### src/rtl/core/pop_pkg.sv
// Shared types, codes and constants of the Poisson change-point segmentation block.
package pop_pkg;

    // Default sizing of the block.
    localparam int MAX_POINTS_DEF     = 64;
    localparam int LOG_TABLE_BITS_DEF = 10;

    // Fixed field widths.
    localparam int PEN_W  = 40;
    localparam int END_W  = 6;
    localparam int MEAN_W = 32;
    localparam int COST_W = 64;

    // Penalty above 100000.0 in Q24.16 selects one segment for the whole sequence.
    localparam logic [PEN_W-1:0] HUGE_PENALTY = 40'd6553600000;

    // ln(2) in Q.32.
    localparam logic [31:0] LN2_Q32 = 32'd2977044472;

    typedef enum logic [1:0] {
        STATUS_OK       = 2'd0,
        STATUS_ALL_ZERO = 2'd1,
        STATUS_OVERFLOW = 2'd2
    } status_t;

    typedef struct packed {
        logic [15:0] count;
        logic [15:0] weight;
        logic        last_point;
    } in_beat_t;

    typedef struct packed {
        logic [END_W-1:0]         segment_end;
        logic [MEAN_W-1:0]        segment_mean;
        logic signed [COST_W-1:0] segment_cost;
        status_t                  status;
        logic                     last_segment;
    } out_beat_t;

    // Datapath operations issued by the controller.
    typedef enum logic [4:0] {
        OP_NONE,
        OP_LOAD,
        OP_RD,
        OP_SETUP,
        OP_DIV,
        OP_LN0,
        OP_LN1,
        OP_MUL,
        OP_COST,
        OP_TOT,
        OP_CMP,
        OP_STORE,
        OP_BT_INIT,
        OP_BT_RD,
        OP_BT_NEXT,
        OP_ERR,
        OP_EM_POP,
        OP_EM_RD,
        OP_EM_SETUP,
        OP_EM_OUT,
        OP_FIN
    } op_t;

    typedef enum logic [4:0] {
        ST_IDLE,
        ST_RD,
        ST_SETUP,
        ST_DIV,
        ST_LN0,
        ST_LN1,
        ST_MUL,
        ST_COST,
        ST_TOT,
        ST_CMP,
        ST_STORE,
        ST_LAST,
        ST_ERR,
        ST_BT_RD,
        ST_BT_NEXT,
        ST_EM_POP,
        ST_EM_RD,
        ST_EM_SETUP,
        ST_EM_DIV,
        ST_EM_LN0,
        ST_EM_OUT,
        ST_FIN
    } state_t;

    typedef struct packed {
        op_t op;
    } cmd_t;

    typedef struct packed {
        logic full;
        logic j_done;
        logic div_last;
        logic last_item;
        logic seq_err;
        logic bt_done;
        logic em_done;
        logic out_free;
    } dp_status_t;

endpackage

### src/rtl/core/pop_ctrl.sv
// Controller state machine that sequences the candidate scan, backtrack and emission.
module pop_ctrl (
    input  logic                aclk,
    input  logic                aresetn,
    input  logic                s_valid,
    output logic                s_ready,
    input  pop_pkg::dp_status_t status,
    output pop_pkg::cmd_t       cmd
);

    pop_pkg::state_t state_reg;
    pop_pkg::state_t state_next;

    // State register.
    always_ff @(posedge aclk) begin
        if (!aresetn) begin
            state_reg <= pop_pkg::ST_IDLE;
        end else begin
            state_reg <= state_next;
        end
    end

    // Next state.
    always_comb begin
        state_next = state_reg;
        unique case (state_reg)
            pop_pkg::ST_IDLE: begin
                if (s_valid) begin
                    state_next = status.full ? pop_pkg::ST_LAST : pop_pkg::ST_RD;
                end
            end
            pop_pkg::ST_RD:    state_next = pop_pkg::ST_SETUP;
            pop_pkg::ST_SETUP: state_next = pop_pkg::ST_DIV;
            pop_pkg::ST_DIV: begin
                if (status.div_last) begin
                    state_next = pop_pkg::ST_LN0;
                end
            end
            pop_pkg::ST_LN0:  state_next = pop_pkg::ST_LN1;
            pop_pkg::ST_LN1:  state_next = pop_pkg::ST_MUL;
            pop_pkg::ST_MUL:  state_next = pop_pkg::ST_COST;
            pop_pkg::ST_COST: state_next = pop_pkg::ST_TOT;
            pop_pkg::ST_TOT:  state_next = pop_pkg::ST_CMP;
            pop_pkg::ST_CMP: begin
                state_next = status.j_done ? pop_pkg::ST_STORE : pop_pkg::ST_RD;
            end
            pop_pkg::ST_STORE: state_next = pop_pkg::ST_LAST;
            pop_pkg::ST_LAST: begin
                if (!status.last_item) begin
                    state_next = pop_pkg::ST_IDLE;
                end else if (status.seq_err) begin
                    state_next = pop_pkg::ST_ERR;
                end else begin
                    state_next = pop_pkg::ST_BT_RD;
                end
            end
            pop_pkg::ST_ERR: begin
                if (status.out_free) begin
                    state_next = pop_pkg::ST_FIN;
                end
            end
            pop_pkg::ST_BT_RD: state_next = pop_pkg::ST_BT_NEXT;
            pop_pkg::ST_BT_NEXT: begin
                state_next = status.bt_done ? pop_pkg::ST_EM_POP : pop_pkg::ST_BT_RD;
            end
            pop_pkg::ST_EM_POP:   state_next = pop_pkg::ST_EM_RD;
            pop_pkg::ST_EM_RD:    state_next = pop_pkg::ST_EM_SETUP;
            pop_pkg::ST_EM_SETUP: state_next = pop_pkg::ST_EM_DIV;
            pop_pkg::ST_EM_DIV: begin
                if (status.div_last) begin
                    state_next = pop_pkg::ST_EM_LN0;
                end
            end
            pop_pkg::ST_EM_LN0: state_next = pop_pkg::ST_EM_OUT;
            pop_pkg::ST_EM_OUT: begin
                if (status.out_free) begin
                    state_next = status.em_done ? pop_pkg::ST_FIN : pop_pkg::ST_EM_POP;
                end
            end
            pop_pkg::ST_FIN: state_next = pop_pkg::ST_IDLE;
            default:         state_next = pop_pkg::ST_IDLE;
        endcase
    end

    // Outputs: input handshake and datapath operation.
    always_comb begin
        s_ready = 1'b0;
        cmd.op  = pop_pkg::OP_NONE;
        unique case (state_reg)
            pop_pkg::ST_IDLE: begin
                s_ready = 1'b1;
                if (s_valid) begin
                    cmd.op = pop_pkg::OP_LOAD;
                end
            end
            pop_pkg::ST_RD:      cmd.op = pop_pkg::OP_RD;
            pop_pkg::ST_SETUP:   cmd.op = pop_pkg::OP_SETUP;
            pop_pkg::ST_DIV:     cmd.op = pop_pkg::OP_DIV;
            pop_pkg::ST_LN0:     cmd.op = pop_pkg::OP_LN0;
            pop_pkg::ST_LN1:     cmd.op = pop_pkg::OP_LN1;
            pop_pkg::ST_MUL:     cmd.op = pop_pkg::OP_MUL;
            pop_pkg::ST_COST:    cmd.op = pop_pkg::OP_COST;
            pop_pkg::ST_TOT:     cmd.op = pop_pkg::OP_TOT;
            pop_pkg::ST_CMP:     cmd.op = pop_pkg::OP_CMP;
            pop_pkg::ST_STORE:   cmd.op = pop_pkg::OP_STORE;
            pop_pkg::ST_LAST:    cmd.op = pop_pkg::OP_BT_INIT;
            pop_pkg::ST_ERR: begin
                if (status.out_free) begin
                    cmd.op = pop_pkg::OP_ERR;
                end
            end
            pop_pkg::ST_BT_RD:    cmd.op = pop_pkg::OP_BT_RD;
            pop_pkg::ST_BT_NEXT:  cmd.op = pop_pkg::OP_BT_NEXT;
            pop_pkg::ST_EM_POP:   cmd.op = pop_pkg::OP_EM_POP;
            pop_pkg::ST_EM_RD:    cmd.op = pop_pkg::OP_EM_RD;
            pop_pkg::ST_EM_SETUP: cmd.op = pop_pkg::OP_EM_SETUP;
            pop_pkg::ST_EM_DIV:   cmd.op = pop_pkg::OP_DIV;
            pop_pkg::ST_EM_LN0:   cmd.op = pop_pkg::OP_LN0;
            pop_pkg::ST_EM_OUT: begin
                if (status.out_free) begin
                    cmd.op = pop_pkg::OP_EM_OUT;
                end
            end
            pop_pkg::ST_FIN: cmd.op = pop_pkg::OP_FIN;
            default:         cmd.op = pop_pkg::OP_NONE;
        endcase
    end

    // An accepted beat always starts a scan or goes straight to the end-of-item check.
    a_load_next: assert property (@(posedge aclk) disable iff (!aresetn)
        cmd.op == pop_pkg::OP_LOAD |=>
            (state_reg == pop_pkg::ST_RD || state_reg == pop_pkg::ST_LAST))
        else $error("load not followed by scan or end check");

    // The divider is never left before its last step.
    a_div_hold: assert property (@(posedge aclk) disable iff (!aresetn)
        (state_reg == pop_pkg::ST_DIV && !status.div_last) |=> state_reg == pop_pkg::ST_DIV)
        else $error("divider left early");

    // A beat is taken exactly when the controller issues a load.
    a_load_match: assert property (@(posedge aclk) disable iff (!aresetn)
        (s_valid && s_ready) == (cmd.op == pop_pkg::OP_LOAD))
        else $error("load and input handshake disagree");

endmodule

### config.mk
export PLATFORM = sky130hd
export DESIGN_NAME = pop_ctrl
export DESIGN_NICKNAME = d
export VERILOG_FILES = /design/src/rtl/core/pop_pkg.sv /design/src/rtl/core/pop_ctrl.sv
export SDC_FILE = /design/constraint.sdc
export NUM_CORES = 1
export LEC_CHECK = 0
export ABC_AREA = 1
export ABC_CLOCK_PERIOD_IN_PS = 1700
export BUFFER_PORTS_ARGS = -buffer_cell sky130_fd_sc_hd__buf_2
export CAP_MARGIN = 20
export CORE_MARGIN = 3
export CORE_UTILIZATION = 49
export DETAILED_ROUTE_END_ITERATION = 8
export PLACE_DENSITY = 0.73
export SLEW_MARGIN = 20
export SYNTH_ARGS = -nofsm -noshare
export SYNTH_HDL_FRONTEND = slang
export SYNTH_SLANG_ARGS = --single-unit
### constraint.sdc
create_clock -name aclk -period 1.7 [get_ports aclk]
set_clock_uncertainty 0.05 [all_clocks]
set_input_delay 0.085 -clock aclk [delete_from_list [all_inputs] [get_ports aclk]]
set_output_delay 0.085 -clock aclk [all_outputs]
set_load 0.01 [all_outputs]
* Word-level counts from Yosys, hierarchy flattened
Index checks and enable logic that the tools add are counted.
** Storage, ports and cells
- Register bits :: 5
- Input port bits :: 11
- Output and inout port bits :: 6
- Logic and storage cells :: 48
** Operators by class
- Equality and inequality tests :: 26
- Mux-type cells :: 17
- Reductions and logical operators :: 4
** Operators by type and width (number)
- $pmux 5 s21 :: 1
- $pmux 5 s20 :: 1
- $eq 5x4->1 const B :: 8
- $mux 5 :: 7
- $eq 5x5->1 const B :: 6
- $eq 5x3->1 const B :: 4
- $mux 4 :: 4
- $eq 5x2->1 const B :: 2
- $ne 2x2->1 const B :: 5
- $eq 5x1->1 const B :: 1
- $logic_not 5->1 :: 1
- $reduce_and 5->1 :: 1
- $reduce_or 2->1 :: 2
- $mux 1 :: 3
- $mux 2 :: 1

* Longest topological paths before layout
Gate-level depths: netlist (run 1).
- Depth in word-level cells :: 3
- Gate-level depth with buffers :: 10
- Depth with buffers taken out :: 10

* Least setup slack after synthesis (run 1)
No wires, ideal clock.
- Path kind :: flip-flop to flip-flop
- Start point :: register state_reg[2]
- End point :: register state_reg[0]
- Library setup time :: 0.118 ns
- Arrival :: 1.153 ns
- Data required time :: 1.532 ns
- Setup slack :: 0.379 ns
- Stages on the path, launching flop included :: 10
- Buffers on the path :: 0
- Clock period less this slack :: 1.321 ns
- Cells stage by stage :: dfxtp_1 > inv_2 > nor2_4 > nand3_2 > nand2_1 > nand2_1 > nand2_2 > nor2_4 > nand2_1 > a21oi_1
** Between the ends
- Cells in the longest elaborated chain, start to end :: 3
- Elaborated cells on any way between the ends :: 28
- Classes of those cells :: 25 x eq/ne; 1 x mux; 2 x reduce/logical
** RTL lines
- start: declaration :: line pop_ctrl.sv:11 : pop_pkg::state_t state_reg;
- start signal: assignment :: line pop_ctrl.sv:17 : state_reg <= pop_pkg::ST_IDLE;
- start signal: assignment :: line pop_ctrl.sv:19 : state_reg <= state_next;
- $eq 5x2->1 (tied with other cells) :: line pop_ctrl.sv:26 : unique case (state_reg)
- $ne 2x2->1 (no source line)
- $reduce_and 5->1 (no source line)
Several ways; a longest one is shown, not always the timed one.
A chain may end at the register's enable or synchronous reset.

==> results.json, run 1 <==
{
  "clockBufferDepth": 2,
  "gp_congestion": 0.930,
  "stdcell_area_um2": 1000,
  "p_total_mw": 1.26,
  "synth_top_cell_by_area": "nand2_1",
  "wl_per_cell_um": 13.9,
  "netlist_area_um2": 754,
  "grt_pass1_vias": 885,
  "avgSynthCellArea_um2": 5.10,
  "largest_register_ffs": 5,
  "hold_class": "input pin to flip-flop",
  "drt_wl_total_um": 2650,
  "critical_path_arrival_ns": 1.57,
  "drv_slew": 0,
  "clkPwrFrac_pct": 10.8,
  "period_needed_ns": 1.71,
  "synth_nets": 159,
  "root_buffer": "clkbuf_4",
  "postSynthCellCount": 148,
  "yosysSeqAreaShare_pct": 13.3,
  "setup_viol": 1,
  "ioPinCount": 17,
  "grt_pass1_wl_um": 3790,
  "numCtsBuffers": 3,
  "dr.pass1.iters": 6,
  "num_vias": 1109,
  "n_fill_cell": 122,
  "multi_input_area_um2": 642,
  "clock_sinks": 5,
  "drc": 0,
  "grt_overflow": 0,
  "area_delta_synth_final_pct": 33.0,
  "ys.flop_type": "dfxtp_1",
  "tightestPinTransition_ns": 0.302,
  "htreeDepth": 1,
  "initialDrtViolationCount": 79,
  "fp.dieH_um": 45.2,
  "vias_per_cell": 5.84,
  "die_area_um2": 2050,
  "cap_viol_max_count": 0,
  "io_buffers": 16,
  "ir_drop_mv": 1.29,
  "die_w_um": 45.2,
  "clk_latency_ns": 0.24,
  "hold_viol": 0,
  "synth-async-reset-ratio_pct": 0,
  "failed_checks": "setup timing",
  "seq_area_um2": 114,
  "ys_seq_elements": 5,
  "core_area_um2": 1370,
  "synth_area_leaders": "nand2_1, nor2_1, dfxtp_1, nand3_1, inv_1",
  "fmax_ghz": 0.586,
  "p_int_mw": 0.588,
  "synth.distinct_cells": 20,
  "cp.required_ns": 1.56,
  "rows": 13,
  "critical_path.max_fanout": 8,
  "finalCritPeriodShare_pct": 100,
  "power.share.switching_pct": 53.4,
  "cts_tree": "built",
  "start_util_pct": 55.2,
  "synth-edff-count": 0,
  "p_comb_share_pct": 71.2,
  "slew-limit-headroom_pct": 79.7,
  "ant_nets": 0,
  "p_leak_nw": 0.596,
  "crit_type": "flip-flop to output port",
  "hold-worst-slack_ns": 0.0834,
  "diodes": 0,
  "critPathCaptureType": "output port",
  "layout.nets": 187,
  "dp_hpwl_um": 1820,
  "pwr_density_cell_nw_per_um2": 1260,
  "path_clk_slew_ns": 0.05,
  "grt_max_degree": 10,
  "finalWorstSetupSlack_ns": -0.00713,
  "cp-start-kind": "flip-flop",
  "hold_buffers": 0,
  "antenna_found_initial": 0,
  "placed_area_um2": 863,
  "yosysTopAreaCellShare_pct": 25.4,
  "switchingPower_mw": 0.675,
  "grt.total_usage_pct": 24.5,
  "drive_above_1_share_pct": 33.7,
  "pwr-share-seq_pct": 18.0,
  "ys_warn_count": 0,
  "status": "finished with violations"
}
## synth_stat cells, types with 2 or more instances
cell     count
nor2_4       3
nand4_1      3
inv_2        2
a21oi_1      7
dfxtp_1      5
nor3_1       4
nand2_1     51
nand3_2      2
nand3_1     15
nor2_2       2
nand2_2      4
inv_1       14
nor2_1      29
## path summary, 6_finish.rpt
check          startpoint      endpoint  slack (ns)  cells past startpoint
max          state_reg[2]        cmd[0]      -0.007                      7
min               aresetn  state_reg[1]        0.08                      3
max reg2reg  state_reg[1]  state_reg[3]        0.16                      7
min reg2reg  state_reg[3]  state_reg[0]        0.61                      3
## cell type report
type,instances,area share (%)
Tap cell,15,1.87
Inverter,16,6.23
Timing Repair Buffer,24,14.0
Multi-Input combinational cell,126,64.0
Clock buffer,4,2.62
Sequential cell,5,11.3
## power by group through the flow
stage	clock network [mW]	logic, mW	registers [mW]
3_5_place_dp	0	0.752	0.210
6_report	0.137	0.899	0.227
5_1_grt	0.153	0.983	0.232
3_3_place_gp	0	0.756	0.209
4_1_cts	0.137	0.756	0.211
2_1_floorplan	0	0.538	0.198
## logic make-up after synthesis
kind of cell	after synthesis	synth area share, %
buffers and inverters	17	8.62
AO/OA/AOI/OAI	10	7.13
flip-flops	5	13.3
AND/OR/NAND/NOR	116	71.0
## placed cells by master (no fill, tap or decap)
master | synthesis | routed
nand3b_1 | 1 | 1
nor3_1 | 4 | 1
buf_2 | 1 | 16
nand4_1 | 3 | 3
nand3_4 | 0 | 1
or2_2 | 1 | 1
inv_2 | 2 | 4
inv_1 | 14 | 11
a21oi_1 | 7 | 7
dfxtp_2 | 0 | 2
nor2_4 | 3 | 6
nand2_2 | 4 | 4
nor2_2 | 2 | 5
clkbuf_4 | 0 | 3
o21ai_0 | 1 | 1
nand2_1 | 51 | 51
clkbuf_1 | 0 | 1
o21ai_1 | 1 | 1
o221ai_1 | 1 | 1
nor3_4 | 1 | 1
buf_4 | 0 | 8
inv_4 | 0 | 1
nand3_2 | 2 | 1
dfxtp_4 | 0 | 3
nor2_1 | 29 | 23
nor3_2 | 0 | 3
nand3_1 | 15 | 15
## per-stage QoR
| step | setup WS [ns] | util [%] | TNS [ns] | instances |
|---|---|---|---|---|
| floorplan | 0.379 | - | 0 | 148 |
| global placement | 0.128 | 63.2 | 0 | 180 |
| detailed placement | 0.143 | 63.2 | 0 | 180 |
| CTS | 0.00429 | 65.8 | 0 | 184 |
| global route | -0.0678 | 73.4 | -0.170 | 190 |
| finish | -0.00713 | 73.4 | -0.00713 | 190 |
## layer usage
metal | vias up | wire length [um] | GRT usage [%]
li1 | 532 | - | -
met1 | 473 | 993 | 34.4
met2 | 89 | 1260 | 38.1
met3 | 15 | 313 | 6.37
met4 | 0 | 76 | 3.51
met5 | - | 0 | 0
## critical path: stages, from the launching register on
cell,delay (ns)
dfxtp_4,0.39
inv_2,0.08
nor2_4,0.23
nand3_2,0.17
nor2_4,0.17
nor2_1,0.07
nand4_1,0.08
buf_2,0.13
## what timing repair did
item                                    in CTS  in global routing
pin swaps                                    0                  2
cloned                                       0                  0
setup buffers                                0                  6
endpoints found under the setup margin       5                 10
gates resized for setup                      5                 20
Power figures use the tool's default switching activity.
==> run 2: changes to the inputs <==
- ABC_CLOCK_PERIOD_IN_PS: 1700 -> 2000
- clock period: 1.7 -> 2 ns (I/O delays scaled with it)
==> run 2 against run 1 <==
Effect of this change: via count fell by 9.4%; the flow now finishes without violations; die area did not move; count of clock-buffer cells in the layout did not move; sequential cell count did not move; largest cell class unchanged; core utilization fell by 9.1 points; global-route usage rose by 1.2 points; clock power fell by 13%; worst hold slack improved by 0.0062 ns.
==> results.json, run 2 (synthesized netlist as in run 1, its figures left out) <==
{
  "status": "complete, no violations",
  "area_delta_synth_final_pct": 16.6,
  "grt_overflow": 0,
  "worst-r2r-cell-count": 6,
  "clk_latency_ns": 0.25,
  "rows": 13,
  "critPathCaptureType": "output port",
  "dp_hpwl_um": 1780,
  "ir_drop_mv": 0.790,
  "hold-worst-slack_ns": 0.0896,
  "drc": 0,
  "numCtsBuffers": 3,
  "rsz0062_at_grt": "no",
  "layout_commonest_cell": "nand2_1",
  "n_fill_cell": 137,
  "diodes": 0,
  "seq_area_um2": 103,
  "placed_cells": 178,
  "largest_register_ffs": 5,
  "setup_viol": 0,
  "period_needed_ns": 1.83,
  "setup_tns_ns": 0,
  "grt_pass1_vias": 848,
  "p_leak_nw": 0.551,
  "pwr_density_cell_nw_per_um2": 1050,
  "cp-start-kind": "flip-flop",
  "core_area_um2": 1370,
  "slew-limit-headroom_pct": 71.7,
  "fmax_ghz": 0.548,
  "io_buffers": 16,
  "ioPinCount": 17,
  "hold_viol": 0,
  "drv_slew": 0,
  "grt_pass1_wl_um": 3770,
  "whs_path_depth": 3,
  "critical_path_arrival_ns": 1.68,
  "root_buffer": "clkbuf_4",
  "layout_common_cells": "nand2_1, nor2_1, buf_2",
  "clockBufferDepth": 2,
  "vias_per_cell": 5.52,
  "dr.pass1.iters": 4,
  "drt_wl_total_um": 2180,
  "start_util_pct": 55.2,
  "finalCritPeriodShare_pct": 91.3,
  "fp.dieH_um": 45.2,
  "crit_type": "flip-flop to output port",
  "final_cells": 182,
  "antenna_found_initial": 0,
  "die_area_um2": 2050,
  "die_w_um": 45.2,
  "htreeDepth": 1,
  "gp_congestion": 0.969,
  "post_cts.repair.setup_buffers": 0,
  "multi_input_area_um2": 592,
  "num_vias": 1005,
  "grt.total_usage_pct": 25.7,
  "initialDrtViolationCount": 62,
  "wl_per_cell_um": 12.0,
  "cap_viol_max_count": 0,
  "grt_max_degree": 12,
  "ant_nets": 0,
  "layout.nets": 179,
  "path_clk_slew_ns": 0.05,
  "cts_tree": "built",
  "tightestPinTransition_ns": 0.423,
  "cp.required_ns": 1.85,
  "hold_class": "input pin to flip-flop",
  "critical_path.max_fanout": 9,
  "clock_sinks": 5,
  "drive_above_1_share_pct": 22.2
}
[run 2: cell types whose count changed in the layout (fill, tap and decap cells not counted)]
| cell | delta |
|---|---|
| buf_4 | -8 |
| dfxtp_1 | +3 |
| dfxtp_4 | -3 |
| inv_1 | +3 |
| inv_2 | -2 |
| inv_4 | -1 |
| nand3_2 | +1 |
| nand3_4 | -1 |
| nor2_1 | +5 |
| nor2_2 | -2 |
| nor2_4 | -3 |
| nor3_1 | +3 |
| nor3_2 | -3 |
[run 2: final timing paths]
check	to	slack (ns)	from
setup / recovery	cmd[0]	0.17	state_reg[2]
setup reg to reg	state_reg[3]	0.40	state_reg[2]
hold / removal	state_reg[4]	0.09	aresetn
hold reg to reg	state_reg[4]	0.54	state_reg[4]
[run 2: critical path: stages (launching register included)]
cell and delay (ns):
dfxtp_1 0.46, inv_2 0.11, nor2_4 0.22, nand3_2 0.15, nor2_1 0.22, nor2_1 0.07
nand4_1 0.08, buf_2 0.13
[run 2: stage by stage]
stage	cell area, um^2	util, %	power (mW)	worst slack [ns]
floorplan	754	-	0.616	0.679
global placement	848	62.1	0.790	0.368
detailed placement	848	62.1	0.789	0.279
CTS	875	64.0	0.915	0.0620
global route	880	64.4	1.02	0.0364
finish	880	64.4	0.922	0.174
[run 2: cell type report]
cell class	instances	share of cell area, %
repair buffers	16	9.10
multi-input cells	126	67.3
well taps	15	2.13
clock buffers	4	2.99
flip-flops and latches	5	11.7
inverters	16	6.83
[run 2: repair_timing]
action | in CTS | in global routing
setup endpoints to repair | 0 | 4
resized for setup | 0 | 3
hold buffers | 0 | 0
[run 2: power breakdown]
| part | switching [mW] | leakage, nW | internal [mW] |
|---|---|---|---|
| Sequential | 0.0471 | 0.0419 | 0.129 |
| Combinational | 0.411 | 0.494 | 0.216 |
| Clock | 0.0436 | 0.0150 | 0.0755 |
[run 2: routing by layer]
| metal | routed length [um] | part of all wire [%] | track usage [%] |
|---|---|---|---|
| met5 | 0 | 0 | 0 |
| met3 | 218 | 10 | 5.58 |
| met2 | 953 | 44 | 37.3 |
| met1 | 950 | 44 | 35.8 |
| met4 | 55 | 2.5 | 11.7 |
==> run 3: changes to the inputs <==
--- a/config.mk
+++ b/config.mk
@@ -11,3 +11,3 @@
 export CAP_MARGIN = 20
-export CORE_MARGIN = 3
+export CORE_MARGIN = 2
 export CORE_UTILIZATION = 49
==> constraint.sdc (replaced) <==
create_clock -name aclk -period 2 [get_ports aclk]
set_clock_uncertainty 0.05 [all_clocks]
set_input_delay 0.3 -clock aclk [delete_from_list [all_inputs] [get_ports aclk]]
set_output_delay 0.3 -clock aclk [all_outputs]
set_load 0.01 [all_outputs]
==> run 3 against run 2 <==
Effect of this change: worst hold slack gained 0.21 ns; final area grew 5.1%; clock power shrank 5%; critical path depth shrank 1; sequential share of layout area grew 0.11 points; first-iteration DRC count shrank 34%; core utilization shrank 1.5 points; global-route usage grew 0.83 points; largest cell class unchanged.
==> results.json, run 3 (synthesized netlist as in run 1, its figures left out) <==
{
  "status": "complete, no violations",
  "hold_buffers": 0,
  "path_clk_slew_ns": 0.04,
  "wl_per_cell_um": 11.7,
  "num_vias": 1013,
  "ir_drop_mv": 0.733,
  "layout_commonest_cell": "nand2_1",
  "slew-limit-headroom_pct": 72.0,
  "die_area_um2": 1870,
  "initialDrtViolationCount": 41,
  "clk_latency_ns": 0.24,
  "drv_slew": 0,
  "grt_pass1_vias": 928,
  "layout.nets": 181,
  "layout_common_cells": "nand2_1, nor2_1, buf_2",
  "diodes": 0,
  "n_fill_cell": 157,
  "dp_hpwl_um": 1780,
  "gp_congestion": 0.946,
  "finalWorstSetupSlack_ns": 0.122,
  "critPathCaptureType": "output port",
  "grt_pass1_wl_um": 3790,
  "fp.dieH_um": 43.2,
  "period_needed_ns": 1.88,
  "cap_viol_max_count": 0,
  "htreeDepth": 1,
  "grt.total_usage_pct": 26.5,
  "setup_viol": 0,
  "largest_register_ffs": 5,
  "critical_path.max_fanout": 6,
  "setup_tns_ns": 0,
  "crit_type": "flip-flop to output port",
  "placed_cells": 180,
  "fmax_ghz": 0.532,
  "final_cells": 185,
  "vias_per_cell": 5.48,
  "stdcell_area_um2": 925,
  "cts_tree": "built",
  "start_util_pct": 51.3,
  "pwr_density_cell_nw_per_um2": 997,
  "seq_area_um2": 109,
  "hold-worst-slack_ns": 0.300,
  "drt_wl_total_um": 2170,
  "area_delta_synth_final_pct": 22.6,
  "hold_class": "input pin to flip-flop",
  "critical_path_arrival_ns": 1.53,
  "grt_overflow": 0,
  "drc": 0,
  "core_area_um2": 1470,
  "root_buffer": "clkbuf_4",
  "tightestPinTransition_ns": 0.418,
  "grt_max_degree": 10,
  "antenna_found_initial": 0,
  "ioPinCount": 17,
  "io_buffers": 16,
  "die_w_um": 43.2,
  "cp.required_ns": 1.65,
  "ant_nets": 0,
  "rows": 14,
  "drive_above_1_share_pct": 29.0,
  "cp-start-kind": "flip-flop",
  "clockBufferDepth": 2,
  "numCtsBuffers": 3,
  "post-place-ws_ns": 0.227,
  "hold_viol": 0,
  "p_leak_nw": 0.565,
  "multi_input_area_um2": 611,
  "finalCritPeriodShare_pct": 93.9,
  "dr.pass1.iters": 4,
  "clock_sinks": 5,
  "placed_area_um2": 857
}
[run 3: path summary, 6_finish.rpt]
path | depth (start not counted) | endpoint | from | slack [ns]
setup reg to reg | 6 | state_reg[3] | state_reg[2] | 0.46
hold reg to reg | 3 | state_reg[0] | state_reg[4] | 0.63
hold / removal | 3 | state_reg[0] | aresetn | 0.30
setup / recovery | 6 | cmd[0] | state_reg[2] | 0.12
[run 3: through the flow]
step | power [mW] | utilization (%)
floorplan | 0.616 | -
global placement | 0.787 | 58.2
detailed placement | 0.778 | 58.2
CTS | 0.900 | 60.1
global route | 1.02 | 62.8
finish | 0.922 | 62.8
[run 3: worst max-delay path, cell delays in order (launching register included)]
cell     delay (ns)
dfxtp_2        0.35
nor2_1         0.36
nand3_1        0.21
nand2_1        0.12
nor2_1         0.05
nand4_1        0.08
buf_2          0.13
[run 3: routing by layer]
metal	GRT usage (%)	wire length, um
met5	0	0
met4	17.0	60
met3	3.40	172
met2	43.3	1060
met1	32.2	874
[run 3: layout make-up]
cell class	instances	area share (%)
Inverter	16	6.90
Multi-Input combinational cell	126	66.0
Clock buffer	4	2.84
Sequential cell	5	11.8
Tap cell	16	2.17
Timing Repair Buffer	18	10.3
[run 3: what timing repair did]
action	CTS	global route
buffers inserted	0	1
setup endpoints to repair	3	5
resized for setup	1	13
[run 3: power by group]
| group | switching, mW | leakage (nW) | total (mW) | internal [mW] |
|---|---|---|---|---|
| Combinational | 0.406 | 0.506 | 0.628 | 0.222 |
| Sequential | 0.0489 | 0.0433 | 0.181 | 0.132 |
| Clock | 0.0381 | 0.0150 | 0.113 | 0.0752 |
| Total | 0.493 | 0.565 | 0.922 | 0.429 |
